===== src/hdl/rct_pkg.sv =====
// ----------------------------------------------------------------------------
// rct_pkg
// Shared constants, codes and controller/datapath types of the range count
// table.
// ----------------------------------------------------------------------------
package rct_pkg;

  localparam int TABLE_DEPTH   = 1024;
  localparam int VALUE_BITS    = 30;
  localparam int ADDR_BITS     = $clog2(TABLE_DEPTH);
  localparam int IDX_BITS      = 11;
  localparam int USE_BITS      = 11;
  localparam int COUNT_BITS    = 11;
  localparam int PDATA_BITS    = 32;
  localparam int PADDR_BITS    = 3;
  localparam int ENTRIES_RESET = 1024;

  typedef enum logic {
    OP_SET   = 1'b0,
    OP_QUERY = 1'b1
  } rct_op_e;

  typedef enum logic {
    REG_ENTRIES_IN_USE = 1'b0,
    REG_UNUSED         = 1'b1
  } rct_reg_e;

  typedef enum logic [1:0] {
    ST_IDLE,
    ST_SCAN,
    ST_DRAIN,
    ST_RESULT
  } rct_state_e;

  typedef struct packed {
    logic write_entry;
    logic start_query;
    logic issue;
    logic load_out;
  } rct_cmd_t;

  typedef struct packed {
    logic query_empty;
    logic last_issue;
    logic pipe_empty;
    logic out_free;
  } rct_sts_t;

endpackage


===== src/hdl/rct_ctrl.sv =====
// ----------------------------------------------------------------------------
// rct_ctrl
// Controller: accepts items, sequences the table scan and hands the count to
// the output register.
// ----------------------------------------------------------------------------
module rct_ctrl
  import rct_pkg::*;
(
  input  logic     clk_i,
  input  logic     rst_ni,
  input  logic     in_valid_i,
  input  logic     in_op_i,
  output logic     in_ready_o,
  input  rct_sts_t sts_i,
  output rct_cmd_t cmd_o
);

  rct_state_e state_q, state_d;
  rct_op_e    op;

  assign op = rct_op_e'(in_op_i);

  always_ff @(posedge clk_i or negedge rst_ni) begin
    if (!rst_ni) begin
      state_q <= ST_IDLE;
    end else begin
      state_q <= state_d;
    end
  end

  always_comb begin
    state_d    = state_q;
    in_ready_o = 1'b0;
    cmd_o      = '0;
    unique case (state_q)
      ST_IDLE: begin
        in_ready_o = 1'b1;
        if (in_valid_i) begin
          unique case (op)
            OP_SET: begin
              cmd_o.write_entry = 1'b1;
            end
            OP_QUERY: begin
              cmd_o.start_query = 1'b1;
              state_d = sts_i.query_empty ? ST_RESULT : ST_SCAN;
            end
            default: begin
              state_d = ST_IDLE;
            end
          endcase
        end
      end
      ST_SCAN: begin
        cmd_o.issue = 1'b1;
        if (sts_i.last_issue) begin
          state_d = ST_DRAIN;
        end
      end
      ST_DRAIN: begin
        if (sts_i.pipe_empty) begin
          state_d = ST_RESULT;
        end
      end
      ST_RESULT: begin
        if (sts_i.out_free) begin
          cmd_o.load_out = 1'b1;
          state_d = ST_IDLE;
        end
      end
      default: begin
        state_d = ST_IDLE;
      end
    endcase
  end

endmodule


===== config.mk =====
export PLATFORM = sky130hd
export DESIGN_NAME = rct_ctrl
export DESIGN_NICKNAME = d
export VERILOG_FILES = /design/src/hdl/rct_pkg.sv /design/src/hdl/rct_ctrl.sv
export SDC_FILE = /design/constraint.sdc
export NUM_CORES = 1
export LEC_CHECK = 0
export ABC_AREA = 1
export ABC_CLOCK_PERIOD_IN_PS = 1500
export BUFFER_PORTS_ARGS = -buffer_cell sky130_fd_sc_hd__buf_2
export CAP_MARGIN = 0
export CORE_AREA = 5 5 42 44
export DETAILED_ROUTE_END_ITERATION = 16
export DIE_AREA = 0 0 47 49
export HOLD_SLACK_MARGIN = 0.15
export PLACE_DENSITY_LB_ADDON = 0.3
export SLEW_MARGIN = 20
export SYNTH_ARGS = -nofsm -noshare
export SYNTH_HDL_FRONTEND = slang
export SYNTH_SLANG_ARGS = --single-unit
export TNS_END_PERCENT = 10

===== constraint.sdc =====
create_clock -name clk_i -period 1.5 [get_ports clk_i]
set_clock_uncertainty 0.1 [all_clocks]
set_input_delay 0.075 -clock clk_i [delete_from_list [all_inputs] [get_ports clk_i]]
set_output_delay 0.075 -clock clk_i [all_outputs]
set_load 0.1 [all_outputs]

Word level (Yosys, flattened, before mapping)
Index checks and enable logic that the tools add are counted.
{ "op_classes": {"eq_ne": 8, "mux": 15, "n_reduce_logical": 2} }
{ "op_table": {"columns": ["cell", "n"], "rows": [
  ["two-way mux 2 bit", 8],
  ["inequality test 2 bit (second input constant)", 5],
  ["case mux 2 bit (4 select lines)", 1],
  ["two-way mux 1 bit", 6],
  ["AND reduction 5 bit", 1],
  ["== test 2 bit (second input constant)", 2],
  ["== test 2 x 1 -> 1 bit (second input constant)", 1],
  ["logical NOT 2 bit", 1]
]} }
{ "word_totals": {"reg_bits": 2, "in_bits": 8, "out_inout_bits": 5} }

Depth between registers and ports, before layout
Gate-level depths: netlist of run 1.
{ "depth": {"word_depth": 4, "mapped_depth": 7, "ltp_nobuf": 7} }

Worst setup path after synthesis of run 1
No wires, ideal clock.
{ "synth_timing": {"path_type": "register to output", "startpoint": "register state_q[0]", "endpoint": "output port cmd_o[2] (netlist bit)", "t_arrival_ns": 2.783, "required_time_ns": 1.325, "setup_slack_ns": -1.458, "stages_incl_launch_ff": 5, "path_buffers": 0, "path_cell_list": "dfrtp_1 -> inv_1 -> ha_1 -> inv_1 -> nor2_1"} }
{ "synth_lines": {"columns": ["item", "line_no", "rtl"], "rows": [
  ["start, declared", "rct_ctrl.sv:18", "rct_state_e state_q, state_d;"],
  ["start signal, assigned", "rct_ctrl.sv:27", "state_q <= state_d;"],
  ["end, declared", "rct_ctrl.sv:15", "output rct_cmd_t cmd_o"]
]} }

==> results by group, run 1 <==
Outcome
  • Status: finished clean

STA
  • Fin. max-slew vios: 0
  • Fin crit share: 95.4%
  • Final Hold Viols: 0
  • Worst Max-Slew Pin Slew: 0.149 ns
  • Min setup slack post-route: 0.0690 ns
  • Worst slew margin: 90.0%
  • Final setup viols: 0
  • Final worst path period need: 1.43 ns
  • Fmax: 699 MHz

Layout
  • Most frequent cells in the layout: 12 x nand2_1, 7 x buf_2, 5 x buf_12
  • Fillers: 150
  • Layout cells sized above 1: 53.4%
  • Antenna cells: 0
  • Biggest regs: state_q (2)
  • Commonest non-fill, non-tap cell in the layout: nand2_1
  • Fin nets: 72
  • Area delta synth->final: 116%
  • Non-filler cells, final: 74
  • Final Instance Area: 503 um2
  • Largest register FFs: 2
  • Largest register by flop count: state_q

Placement
  • Dpl cells: 64
  • HPWL Detailed: 510 um
  • Placed cell area: 420 um2
  • Place WS: 0.205 ns
  • Count of input and output buffers: 12
  • Placer Congestion: 0.696

Global routing
  • Vias in the first global route: 272
  • Largest net degree at the start of global routing: 5
  • Congestion Overflow GR: 0
  • GR Util All Layers: 7.11%
  • First-pass GRT wire length: 1.13 mm
  • Initial antenna violation count: 0

Drt
  • Final WL: 680 um
  • Initial DRC count: 0
  • Pre-Repair DR Iteration Count: 1
  • Drt wl/cell: 9.19 um
  • DRC violations left: 0
  • Routed Antenna Nets: 0
  • Total number of vias: 271
  • Vias/cell: 3.66

Yosys
  • Sequential area share after synthesis: 21.5%
  • Cells after Synth: 36
  • Post-Synth Simple-Gate Area: 44.1%
  • Adder-cell share of the synthesized area: 21.5%
  • XOR/XNOR share of the synthesized area: 0%
  • Syn Area/Cell: 6.46 um2
  • Register bit total from synthesis: 2
  • YS warnings: 0
  • Compound-Gate Fraction of Synth Area: 0%
  • Cell variety after synth: 11
  • Mux share of post-synthesis cell area: 0%
  • Mapped cell area: 233 um2
  • Main combinational cell family by area after synthesis: simple AND/OR/NAND/NOR gates
  • Syn nets: 48

Power
  • Peak supply drop: 1.31 mV
  • P per Cell Area: 2530 nW/um2
  • Leakage: 0.272 nW

Floorplanning
  • CORE AREA: 1400 um2
  • Rows: 14
  • Chip Width: 47 um
  • Initial Utilization: 16.6%
  • Die height: 49 um
  • Top Ports: 13
  • Area of the die: 2300 um2

Worst setup path
  • CP Capture Type: primary output
  • Worst EP required: 1.32 ns
  • Max Fanout on Critical Path: 4
  • Critical path class: register to primary output
  • Critical Path Source Type: register
  • Arrival @ worst endpoint: 1.26 ns

Clock tree
  • CTS sink count: 2
  • Clk buf depth: 2
  • Root buf cell: clkbuf_4
  • CTS tree: yes
  • CTS buffer count: 3
  • Clock Latency Late Sink: 0.23 ns
  • Clock slew at reported path FFs: 0.03 ns
  • Post-CTS sizing: 0
  • CTS HTree Levels: 1

Flow run
  • Max-cap violations: 0

Worst hold path
  • Worst min path class: input port to register
## layout make-up
| type | instances | area (um2) | area share, % |
|---|---|---|---|
| Multi-Input combinational cell | 26 | 185 | 36.8 |
| Clock buffer | 3 | 22.5 | 4.48 |
| Timing Repair Buffer | 19 | 195 | 38.8 |
| Sequential cell | 2 | 50.0 | 9.95 |
| Inverter | 8 | 30.0 | 5.97 |
| Tap cell | 16 | 20.0 | 3.98 |
## stage by stage
stage                     util, %  hold WS (ns)  TNS [ns]  power [mW]
after floorplan                 -        -0.321    -0.413       0.808
after global placement       30.0        -0.240         0        1.07
after detailed placement     30.0        -0.239         0        1.08
after CTS                    34.3         0.184         0        1.24
after global routing         35.9         0.238  -0.00216        1.38
final                        35.9         0.187         0        1.27
## cells in the mapped netlist
master | number | area, um2
nand4_1 | 1 | 6.26
dfrtp_1 | 2 | 50.1
inv_2 | 1 | 3.75
nand2_2 | 2 | 12.5
nand3_1 | 2 | 10.0
inv_1 | 7 | 26.3
nor2_1 | 2 | 7.51
nand2_1 | 13 | 48.8
nor2_4 | 1 | 11.3
ha_1 | 4 | 50.1
or2_1 | 1 | 6.26
## worst paths after layout
| kind | start | to | slack (ns) | cells after the start |
|---|---|---|---|---|
| setup reg to reg | state_q[0]$_DFFE_PN0P_ | state_q[1]$_DFFE_PN0P_ | 0.17 | 7 |
| setup / recovery | state_q[0]$_DFFE_PN0P_ | cmd_o[3] | 0.07 | 5 |
| min in group asynchronous | rst_ni | state_q[0]$_DFFE_PN0P_ | 0.62 | 3 |
| max in group asynchronous | rst_ni | state_q[1]$_DFFE_PN0P_ | 0.55 | 3 |
| hold reg to reg | state_q[0]$_DFFE_PN0P_ | state_q[0]$_DFFE_PN0P_ | 0.44 | 2 |
| hold / removal | sts_i[2] | state_q[0]$_DFFE_PN0P_ | 0.19 | 6 |
## worst max-delay path, stage by stage (launching register included)
cell	delay, ns
dfrtp_1	0.40
inv_2	0.10
ha_4	0.16
nand2_2	0.06
nor2_4	0.12
buf_12	0.18
## metal layers
metal / vias to the layer above / GRT usage [%] / share of wire (%)
li1: 151 / - / -
met1: 112 / 7.46 / 40
met2: 8 / 10.2 / 52
met3: 0 / 4.80 / 8.1
met4: 0 / 4.15 / 0
met5: - / 0 / 0
## where the power goes
| part | total, mW | leakage, nW | switching (mW) | internal, mW |
|---|---|---|---|---|
| combinational | 1.03 | 0.233 | 0.619 | 0.412 |
| clock | 0.124 | 0.0138 | 0.0356 | 0.0887 |
| sequential | 0.115 | 0.0245 | 0.0311 | 0.0842 |
| total | 1.27 | 0.272 | 0.686 | 0.585 |
## logic make-up (layout without fill, tap and decap cells)
family        count (synthesis)  in the layout
fa+ha+maj                     4              4
buf+inv                       8             30
flops                         2              2
simple gates                 22             22
## timing repair
item,in CTS,in global routing
setup endpoints to repair,1,1
hold endpoints to repair,3,0
hold buffers,3,0
setup buffers,1,3
pin swaps,1,0
Power figures use the tool's default switching activity.
==> inputs of run 2 (changes only) <==
ABC_CLOCK_PERIOD_IN_PS = 1300   (was 1500)
CTS_CLUSTER_SIZE = 28   (was default)
clock period = 1.3 ns   (was 1.5 ns; I/O delays follow)
==> results by group, run 2 (same netlist as run 1, synthesis figures left out) <==
Worst setup path
  • Slowest cell on crit path: dfrtp_2
  • Critical Path Source Type: register
  • Crit path launch: state_q[1]$_DFFE_PN0P_
  • Arrival @ worst endpoint: 1.23 ns
  • Critical path class: register to primary output
  • Worst r2r src: state_q[0]$_DFFE_PN0P_
  • FF-to-FF path depth: 6
  • CP Capture Type: primary output
  • CP cell instances: inv_2 > ha_4 > nand2_2 > nor2_4 > buf_12
  • Register-to-Register Setup Slack: -0.05 ns
  • Worst r2r dst: state_q[0]$_DFFE_PN0P_
  • Worst EP required: 1.13 ns
  • Max Fanout on Critical Path: 4
  • Critical Path Max Stage Delay: 0.42 ns

STA
  • Final setup viols: 7
  • Worst Max-Slew Pin Slew: 0.166 ns
  • Fin. max-slew vios: 0
  • Hold slack: 0.199 ns
  • Min setup slack post-route: -0.0932 ns
  • Setup TNS: -0.410 ns
  • Final worst path period need: 1.39 ns
  • Final Hold Viols: 0
  • Fin crit share: 107%
  • Fmax: 718 MHz
  • Worst slew margin: 88.9%
  • RSZ-0062 raised after global routing: yes

Layout
  • Biggest regs: state_q (2)
  • Fin nets: 71
  • Commonest non-fill, non-tap cell in the layout: nand2_1
  • Most frequent cells in the layout: 11 x nand2_1, 7 x buf_2, 5 x buf_12
  • Fin util: 35.8%
  • Antenna cells: 0
  • Layout cells sized above 1: 57.9%
  • Non-filler cells, final: 73
  • Largest register by flop count: state_q
  • Area delta synth->final: 116%
  • Final Instance Area: 502 um2
  • Largest register FFs: 2
  • Fillers: 159

Drt
  • Vias/cell: 3.86
  • DRC violations left: 0
  • Initial DRC count: 1
  • Drt wl/cell: 8.89 um
  • Total number of vias: 282
  • Routed Antenna Nets: 0
  • Final WL: 649 um
  • Pre-Repair DR Iteration Count: 4

Clock tree
  • CTS buffer count: 3
  • CTS HTree Levels: 1
  • CTS tree: yes
  • Root buf cell: clkbuf_4
  • Clock slew at reported path FFs: 0.03 ns
  • CTS sink count: 2
  • Clk buf depth: 2
  • Clock Latency Late Sink: 0.22 ns

Placement
  • Place WS: 0.0350 ns
  • HPWL Detailed: 549 um
  • Dpl cells: 65
  • Placed cell area: 428 um2
  • Count of input and output buffers: 12
  • Placer Congestion: 0.640

Worst hold path
  • Hold depth: 7
  • WHS Endpoint: state_q[1]$_DFFE_PN0P_
  • Worst min path class: input port to register
  • Hold Path Origin: sts_i[0]

Power
  • Peak supply drop: 1.54 mV
  • P per Cell Area: 2890 nW/um2
  • Final Total Pwr: 1.45 mW
  • Leakage: 0.264 nW

Floorplanning
  • Top Ports: 13
  • Initial Utilization: 16.6%
  • Rows: 14
  • Area of the die: 2300 um2
  • Chip Width: 47 um
  • Die height: 49 um
  • CORE AREA: 1400 um2

Global routing
  • Vias in the first global route: 343
  • First-pass GRT wire length: 1.21 mm
  • Largest net degree at the start of global routing: 5
  • GR Util All Layers: 7.53%
  • Initial antenna violation count: 0
  • Congestion Overflow GR: 0

Outcome
  • Failing checks: negative setup slack
  • Status: complete, but fails checks

Flow run
  • Max-cap violations: 0
## run 2: cell type report
class                           instances  area, um2  area share, %
Tap cell                               16       20.0           3.99
Multi-Input combinational cell         26        190           37.9
Inverter                                8       30.0           5.99
Timing Repair Buffer                   18        188           37.4
Sequential cell                         2       51.3           10.2
Clock buffer                            3       22.5           4.49
## run 2: worst max-delay path by stage
| stage | end |
|---|---|
| after floorplan | cmd_o[3] |
| after global placement | state_q[0]$_DFFE_PN0P_ |
| after detailed placement | state_q[0]$_DFFE_PN0P_ |
| after CTS | cmd_o[3] |
| after global routing | cmd_o[3] |
| final | cmd_o[3] |
## run 2: critical path: cells and delay by family, from the launching register on
kind,cells,cell delay (ns)
adders and majority gates,1,0.16
buffers and inverters,2,0.27
DFF,1,0.42
and+or+nand+nor,2,0.16
## run 2: what timing repair did
| action | in CTS | in global routing |
|---|---|---|
| setup buffers | 2 | 0 |
| hold buffers | 3 | 0 |
| endpoints found under the setup margin | 4 | 7 |
| pin swaps | 3 | 2 |
| hold endpoints to repair | 3 | 0 |
| resized for setup | 2 | 1 |
## run 2: routing by layer
layer | GRT usage [%] | wire (um) | part of all wire, % | up-vias
li1 | - | - | - | 149
met1 | 7.02 | 227 | 35 | 123
met2 | 10.9 | 365 | 56 | 10
met3 | 3.32 | 56 | 8.6 | 0
met4 | 8.29 | 0 | 0 | 0
met5 | 0 | 0 | 0 | -
## run 2: report_power, final
part | switching [mW] | internal [mW]
Combinational | 0.709 | 0.461
Sequential | 0.0421 | 0.100
Clock | 0.0362 | 0.102
Total | 0.787 | 0.663
